File: src/hdl/wfm_pkg.sv
// ----------------------------------------------------------------------------
// Windowed frequency meter package
// Sizes, constants and the controller state type of the frequency meter.
// ----------------------------------------------------------------------------
package wfm_pkg;

	localparam int WINDOW = 100;
	localparam int TIME_W = 32;
	localparam int FREQ_W = 28;
	localparam int SLOT_W = (WINDOW > 1) ? $clog2(WINDOW) : 1;
	localparam int CNT_W  = $clog2(WINDOW + 1);
	localparam int SUM_W  = TIME_W + $clog2(WINDOW);
	localparam int NUM_W  = FREQ_W + CNT_W;
	localparam int BIT_W  = $clog2(NUM_W + 1);

	localparam logic [FREQ_W-1:0] FREQ_NUM_Q8 = FREQ_W'(256000000);
	localparam logic [FREQ_W-1:0] FREQ_MAX_Q8 = FREQ_W'(256000000);

	typedef enum logic [2:0] {
		ST_IDLE,
		ST_SUB,
		ST_ADD,
		ST_CHECK,
		ST_DIV,
		ST_DONE
	} wfm_state_t;

endpackage

File: src/hdl/windowed_frequency_meter_core.sv
// ----------------------------------------------------------------------------
// Windowed frequency meter core
// Averages the intervals between timestamped events over a sliding window and
// returns the mean event rate in Hz with eight fractional bits.
// ----------------------------------------------------------------------------
// Usage:
// Each transfer on the input channel (in_valid, in_ready, time_us) is one
// event. Each event yields exactly one transfer on the output channel
// (out_valid, out_ready, freq_q8, valid_avg), in order.
// The first event after reset only records its time and returns zero.
// A later event writes its interval into a ring memory, updates the window
// sum in ST_SUB and ST_ADD, and then runs a restoring divider in ST_DIV that
// produces one quotient bit per cycle. The result is loaded into the output
// register from ST_DONE, after ST_CHECK and the divider, and the next event
// is taken once the core is back in ST_IDLE. The first event skips ST_SUB
// and ST_ADD; it and any event whose average is undefined skip the divider
// and go from ST_CHECK straight to ST_DONE.
// The output register holds a finished result while the receiver stalls;
// the following event is still taken and worked on, and its result waits
// until the output register is free.
// Reset clears the window and all control state; no clearing pass is needed.
// ----------------------------------------------------------------------------
module windowed_frequency_meter_core
	import wfm_pkg::*;
(
	input  logic              clk,
	input  logic              arst_n,
	input  logic              in_valid,
	output logic              in_ready,
	input  logic [TIME_W-1:0] time_us,
	output logic              out_valid,
	input  logic              out_ready,
	output logic [FREQ_W-1:0] freq_q8,
	output logic              valid_avg
);

	wfm_state_t        state_q;
	wfm_state_t        state_next;

	logic [TIME_W-1:0] last_q;
	logic              started_q;
	logic [SLOT_W-1:0] slot_q;
	logic [CNT_W-1:0]  count_q;
	logic [SUM_W-1:0]  sum_q;
	logic [BIT_W-1:0]  bit_q;
	logic              ok_q;

	logic [TIME_W-1:0] iv_q;
	logic [TIME_W-1:0] rd_q;
	logic [NUM_W-1:0]  num_q;
	logic [SUM_W-1:0]  rem_q;

	logic              out_valid_q;
	logic [FREQ_W-1:0] freq_q;
	logic              avg_q;

	logic [TIME_W-1:0] ring [WINDOW];

	logic              in_xfer;
	logic              ring_we;
	logic              out_load;
	logic              full;
	logic              div_ok;
	logic [SUM_W:0]    rem_shift;
	logic [SUM_W+1:0]  diff;
	logic              borrow;

	assign in_xfer   = in_valid && in_ready;
	assign full      = (count_q == CNT_W'(WINDOW));
	assign div_ok    = (count_q >= CNT_W'(2)) && (sum_q != '0);
	assign rem_shift = {rem_q, num_q[NUM_W-1]};
	assign diff      = {1'b0, rem_shift} - {2'b00, sum_q};
	assign borrow    = diff[SUM_W+1];

	always_comb begin
		state_next = state_q;
		case (state_q)
			ST_IDLE: begin
				if (in_valid) begin
					state_next = started_q ? ST_SUB : ST_CHECK;
				end
			end
			ST_SUB:   state_next = ST_ADD;
			ST_ADD:   state_next = ST_CHECK;
			ST_CHECK: state_next = div_ok ? ST_DIV : ST_DONE;
			ST_DIV: begin
				if (bit_q == BIT_W'(1)) begin
					state_next = ST_DONE;
				end
			end
			ST_DONE: begin
				if (!out_valid_q || out_ready) begin
					state_next = ST_IDLE;
				end
			end
			default:  state_next = ST_IDLE;
		endcase
	end

	always_comb begin
		in_ready = 1'b0;
		ring_we  = 1'b0;
		out_load = 1'b0;
		case (state_q)
			ST_IDLE: in_ready = 1'b1;
			ST_SUB:  ring_we  = 1'b1;
			ST_DONE: out_load = !out_valid_q || out_ready;
			default: begin
				in_ready = 1'b0;
			end
		endcase
	end

	always_ff @(posedge clk or negedge arst_n) begin
		if (!arst_n) begin
			state_q   <= ST_IDLE;
			last_q    <= '0;
			started_q <= 1'b0;
			slot_q    <= '0;
			count_q   <= '0;
			sum_q     <= '0;
			bit_q     <= '0;
			ok_q      <= 1'b0;
		end else begin
			state_q <= state_next;
			case (state_q)
				ST_IDLE: begin
					if (in_xfer) begin
						last_q    <= time_us;
						started_q <= 1'b1;
					end
				end
				ST_SUB: begin
					if (full) begin
						sum_q <= sum_q - SUM_W'(rd_q);
					end
				end
				ST_ADD: begin
					sum_q  <= sum_q + SUM_W'(iv_q);
					slot_q <= (slot_q == SLOT_W'(WINDOW - 1)) ? '0 : slot_q + SLOT_W'(1);
					if (!full) begin
						count_q <= count_q + CNT_W'(1);
					end
				end
				ST_CHECK: begin
					bit_q <= BIT_W'(NUM_W);
					ok_q  <= div_ok;
				end
				ST_DIV: begin
					bit_q <= bit_q - BIT_W'(1);
				end
				default: begin
					ok_q <= ok_q;
				end
			endcase
		end
	end

	always_ff @(posedge clk) begin
		case (state_q)
			ST_IDLE: begin
				if (in_xfer) begin
					iv_q <= time_us - last_q;
				end
			end
			ST_CHECK: begin
				num_q <= NUM_W'(FREQ_NUM_Q8) * NUM_W'(count_q);
				rem_q <= '0;
			end
			ST_DIV: begin
				rem_q <= borrow ? rem_shift[SUM_W-1:0] : diff[SUM_W-1:0];
				num_q <= {num_q[NUM_W-2:0], !borrow};
			end
			default: begin
				num_q <= num_q;
			end
		endcase
	end

	always_ff @(posedge clk) begin
		if (ring_we) begin
			ring[slot_q] <= iv_q;
		end
		if (in_xfer) begin
			rd_q <= ring[slot_q];
		end
	end

	always_ff @(posedge clk or negedge arst_n) begin
		if (!arst_n) begin
			out_valid_q <= 1'b0;
		end else if (out_load) begin
			out_valid_q <= 1'b1;
		end else if (out_ready) begin
			out_valid_q <= 1'b0;
		end
	end

	always_ff @(posedge clk) begin
		if (out_load) begin
			if (!ok_q) begin
				freq_q <= '0;
			end else if (num_q > NUM_W'(FREQ_MAX_Q8)) begin
				freq_q <= FREQ_MAX_Q8;
			end else begin
				freq_q <= num_q[FREQ_W-1:0];
			end
			avg_q <= ok_q;
		end
	end

	assign out_valid = out_valid_q;
	assign freq_q8   = freq_q;
	assign valid_avg = avg_q;

endmodule

File: config.mk
export PLATFORM = sky130hd
export DESIGN_NAME = windowed_frequency_meter_core
export DESIGN_NICKNAME = d
export VERILOG_FILES = /design/src/hdl/wfm_pkg.sv /design/src/hdl/windowed_frequency_meter_core.sv
export SDC_FILE = /design/constraint.sdc
export NUM_CORES = 2
export LEC_CHECK = 0
export BUFFER_PORTS_ARGS = -buffer_cell sky130_fd_sc_hd__buf_2
export CAP_MARGIN = 10
export CELL_PAD_IN_SITES_DETAIL_PLACEMENT = 1
export CELL_PAD_IN_SITES_GLOBAL_PLACEMENT = 1
export CORE_UTILIZATION = 42
export CTS_CLUSTER_SIZE = 40
export DETAILED_ROUTE_END_ITERATION = 10
export PLACE_DENSITY_LB_ADDON = 0.12
export SLEW_MARGIN = 20
export SYNTH_ARGS = -nofsm -noshare
export SYNTH_HDL_FRONTEND = slang
export SYNTH_SLANG_ARGS = --single-unit
File: constraint.sdc
create_clock -name clk -period 7.85 [get_ports clk]
set_input_delay 0.3925 -clock clk [delete_from_list [all_inputs] [get_ports clk]]
set_output_delay 0.3925 -clock clk [all_outputs]
set_load 0.05 [all_outputs]
==> results.txt <==
Together, buffers and inverters on the worst path number 0. Once the floorplan was initialized, standard cells occupied 42.3% of the core. The tools report the final weighted congestion in routability-driven placement as 0.861. The worst path uses 72.8% of the clock period. Buffers inserted during clock tree synthesis total 365. IR analysis of the VDD net gives a maximum drop of 259 µV. In this run the number of cells on the critical path is 21. The total of flip-flops plus latches after synthesis was 3,464. The core footprint is 315,000 µm². The final number of hold-violating endpoints is 0, and the net count after synthesis is 8,158. For this run, the detailed router's first-pass iteration total came to 6. The die is 566 µm wide. Clock latency on the worst-skew pair, taken at its later pin, is 960 ps.

Max-cap violations in this run came to 0. The worst register-to-register path has a setup slack of 2140 ps. The cell sitting at the root of the clock tree is a clkbuf_16. The synthesized netlist devotes 1.85% of its cell area to adder and majority cells. For this design the ratio of total power to cell area is 390 nW/µm².

Reg-to-reg critical path endpoint: sum_q[38]. For the power after layout, the log shows 0.0597 W. Data on the critical path is required at its endpoint by 8670 ps. The final number of max-transition violations was 0; the wire length of the first global-routing pass was 631 mm. No sink is reached through more buffers than the 4 on the longest clock path. The finished layout holds 12,700 standard cells, fillers aside.

At the pin with the least slew margin, the transition time is 1220 ps. Across every metal layer, demand over resource in global routing totals 28.0%. The commonest register cell after synthesis was edfxtp_1. The clock period could shrink to 5710 ps.

In the final design database the tool counted 8,486 nets. The H-tree level count came out at 5. For this design the static power due to leakage is 48.5 nW. The worst-case headroom to the max-slew limit was 18.2%. The logs give 206 for the number of core rows and 0 for the synthesis warning total. The share of post-route cells with drive strength above 1 is 13.2%. Entering global routing, the biggest net connects 96 pins. The placed wire-length estimate was 266 mm; the sequential-to-total area share from yosys stat was 77.6%. Class of the worst hold path: in2async.

Across all layers, the routed design uses 80,400 vias. In the layout the commonest cells are edfxtp_1, a22oi_1, clkbuf_16. The type of the setup path with the least slack is reg2reg.

The area of the die is 320,000 µm², and the delay of the slowest critical-path stage is 600 ps. After global routing the overflow that remains totals 0. Once the clock tree was built, the resizer swapped 0 gates to a different size. Startpoint of the lowest-slack register-to-register path: rd_q[2]. The synthesized netlist occupies a cell area of 133,000 µm². The layout overhead on the synthesized area works out to 14.9%. The library cell used most frequently in the layout, excluding fill and tap cells, is edfxtp_1. The signal on the critical path passes through nor3_1, nand3_1, or2_2, or4_1, or4_1, nor3_1, nand2b_1, nor4_1, xor2_1, a21oi_1, ha_1, a21o_1, a21oi_1, o21bai_1, a31oi_1, o21ai_0, or3_1, o22ai_1, xor2_1, nor2_2, xnor2_1. The number of antenna violations at the first check in global routing was 51. The proportion of synthesized area in mux cells is 0.638%. On the final layout, the worst clock skew is 67.8 ps.

The tools report the post-synthesis instance total as 7,934. The filler cell count in the final layout was 29,600; the post-detailed-route count of antenna-violating nets was 0. Clock-pin slew was measured on the worst setup and hold paths at 60 ps. Of the total synthesized cell area, the portion taken by XOR and XNOR cells is 0.939%. In this run, post-CTS hold repair placed 35 buffers. Summing the areas of all compound-gate instances in the mapped netlist gives 13.4% of the synthesized area.

The number of setup violations in the final report is 0, and the maximum fanout along the worst path is 6. Counting every sink on the clock net gives 3,464. Dividing the detail-routed via count by the number of cells gives 6.32. Grouping stages by cell kind, the critical path spends the most delay in simple AND/OR/NAND/NOR gates.

The critical-path cell with the highest stage delay is or4_1. TritonCTS built the clock tree. The mean area per synthesized cell works out to 16.8 µm². The violation count after the first detailed-routing iteration was 10,200.

In the routed design, unresolved DRC markers number 0. In this run, distinct cell masters in the synthesized netlist total 71. Final hold analysis gives a worst-case slack of 125 ps.

For the setup TNS after final layout, the log shows 0 ps. The run finished with clean final reports. At the worst endpoint, the arrival time is 6530 ps.

The run gives 175 MHz as the highest attainable clock frequency. The worst register-to-register path has a depth of 21. By area, the combinational part of the netlist is dominated by compound AO/OA/AOI/OAI gates. STA classifies the critical path endpoint as a flop. The vertical die dimension came out at 566 µm. Once the clock tree was built, the setup fixing pass inserted 0 buffers. In this run, synthesis inferred 3,367 flip-flops with an integrated enable. The number of global-route vias before repair was 80,400; the simple-gate portion of the synthesized area was 3.83%. Setup repair after global routing left no endpoint under its margin.

Of all flip-flops after synthesis, the portion carrying an async set or reset was 2.80%. Pin placement for this block handled 67 I/O pins. Counting tap cells, the placed design contains a total of 12,000 instances. The number of input and output port buffers inserted works out to 66.

The total wire length after detailed routing is 455 mm, and the mean routed wirelength per cell is 35.8 µm. STA classifies the critical path startpoint as a flop.
## worst reg2reg max path, cell delays in order (launching register included)
cell and delay, ps:
edfxtp_1 420, nor3_1 390, nand3_1 180, or2_2 350, or4_1 590, or4_1 600
nor3_1 310, nand2b_1 160, nor4_1 250, xor2_1 180, a21oi_1 100, ha_1 400
a21o_1 210, a21oi_1 150, o21bai_1 90, a31oi_1 200, o21ai_0 140, or3_1 320
o22ai_1 170, xor2_1 210, nor2_2 50, xnor2_1 130
## through the flow
step	setup slack, ps	utilization, %	instance area [µm²]
global route	1750	48.6	153000
floorplan	2800	-	133000
finish	2140	48.6	153000
detailed placement	2160	44.7	141000
CTS	2150	48.5	153000
global placement	2010	44.7	141000
## layout make-up
class | count | area, µm² | area share, %
sequential | 3464 | 104000 | 67.6
multi-input combinational | 3859 | 28500 | 18.6
clock buffer | 452 | 9650 | 6.29
tap | 4160 | 5200 | 3.40
timing repair buffer | 446 | 3730 | 2.44
clock inverter | 210 | 2160 | 1.41
inverter | 126 | 473 | 0.309
antenna | 11 | 27.5 | 0.0180
## Yosys cell counts (66+ instances only)
library cell  number  area share, %
a21oi_1          240           0.90
a221oi_1         290            1.9
a22o_1           287            1.9
a22oi_1          969            5.5
a31oi_1          225            1.1
buf_1            145           0.41
clkbuf_1         337           0.95
dfrtp_1           97            1.8
edfxtp_1        3367             76
ha_1             173            1.6
inv_1            126           0.35
nand2_1          250           0.70
nand3_1           69           0.26
nand4_1          184           0.86
nor2_1           281           0.79
o21ai_0          189           0.71
xnor2_1           77           0.51
xor2_1            66           0.43
## power by group
part	internal [W]	total (W)	switching [W]
sequential	0.0226	0.0233	0.000669
combinational	0.00553	0.0192	0.0137
clock	0.00985	0.0172	0.00738
total	0.0380	0.0597	0.0217
## metal layers
layer / global-route usage (%) / vias to the layer above / wire length (µm)
met5: 0 / - / 61
met4: 10.6 / 8 / 18300
met3: 5.32 / 634 / 39300
met2: 42.7 / 3600 / 205000
met1: 40.1 / 42700 / 193000
li1: - / 33500 / -
## sequential cells by signal, summed over array words and instances, names as in the netlist
signal	flops
slot_q	7
bit_q	6
rd_q	32
last_q	32
out_valid	1
ring	3200
sum_q	39
started_q	1
freq_q8	28
count_q	7
state_q	3
ok_q	1
rem_q	39
num_q	35
valid_avg	1
iv_q	32
## how the worst max path moves through the flow
stage,startpoint,end,slack (ps)
2_1_floorplan,rd_q[0],sum_q[38],2800
3_3_place_gp,rd_q[2],sum_q[38],2010
3_5_place_dp,rd_q[0],sum_q[37],2160
4_1_cts,rd_q[0],sum_q[37],2150
5_1_grt,rd_q[1],sum_q[37],1750
6_report,rd_q[2],sum_q[38],2140
## cell families after synthesis
logic type	count (synthesis)
adders and majority gates	188
buffers and inverters	611
xor gates and xnor gates	143
DFF	3464
and+or+nand+nor	1040
AOI/OAI and AO/OA	2447
muxes	41
(Power assumes the default switching activity.)
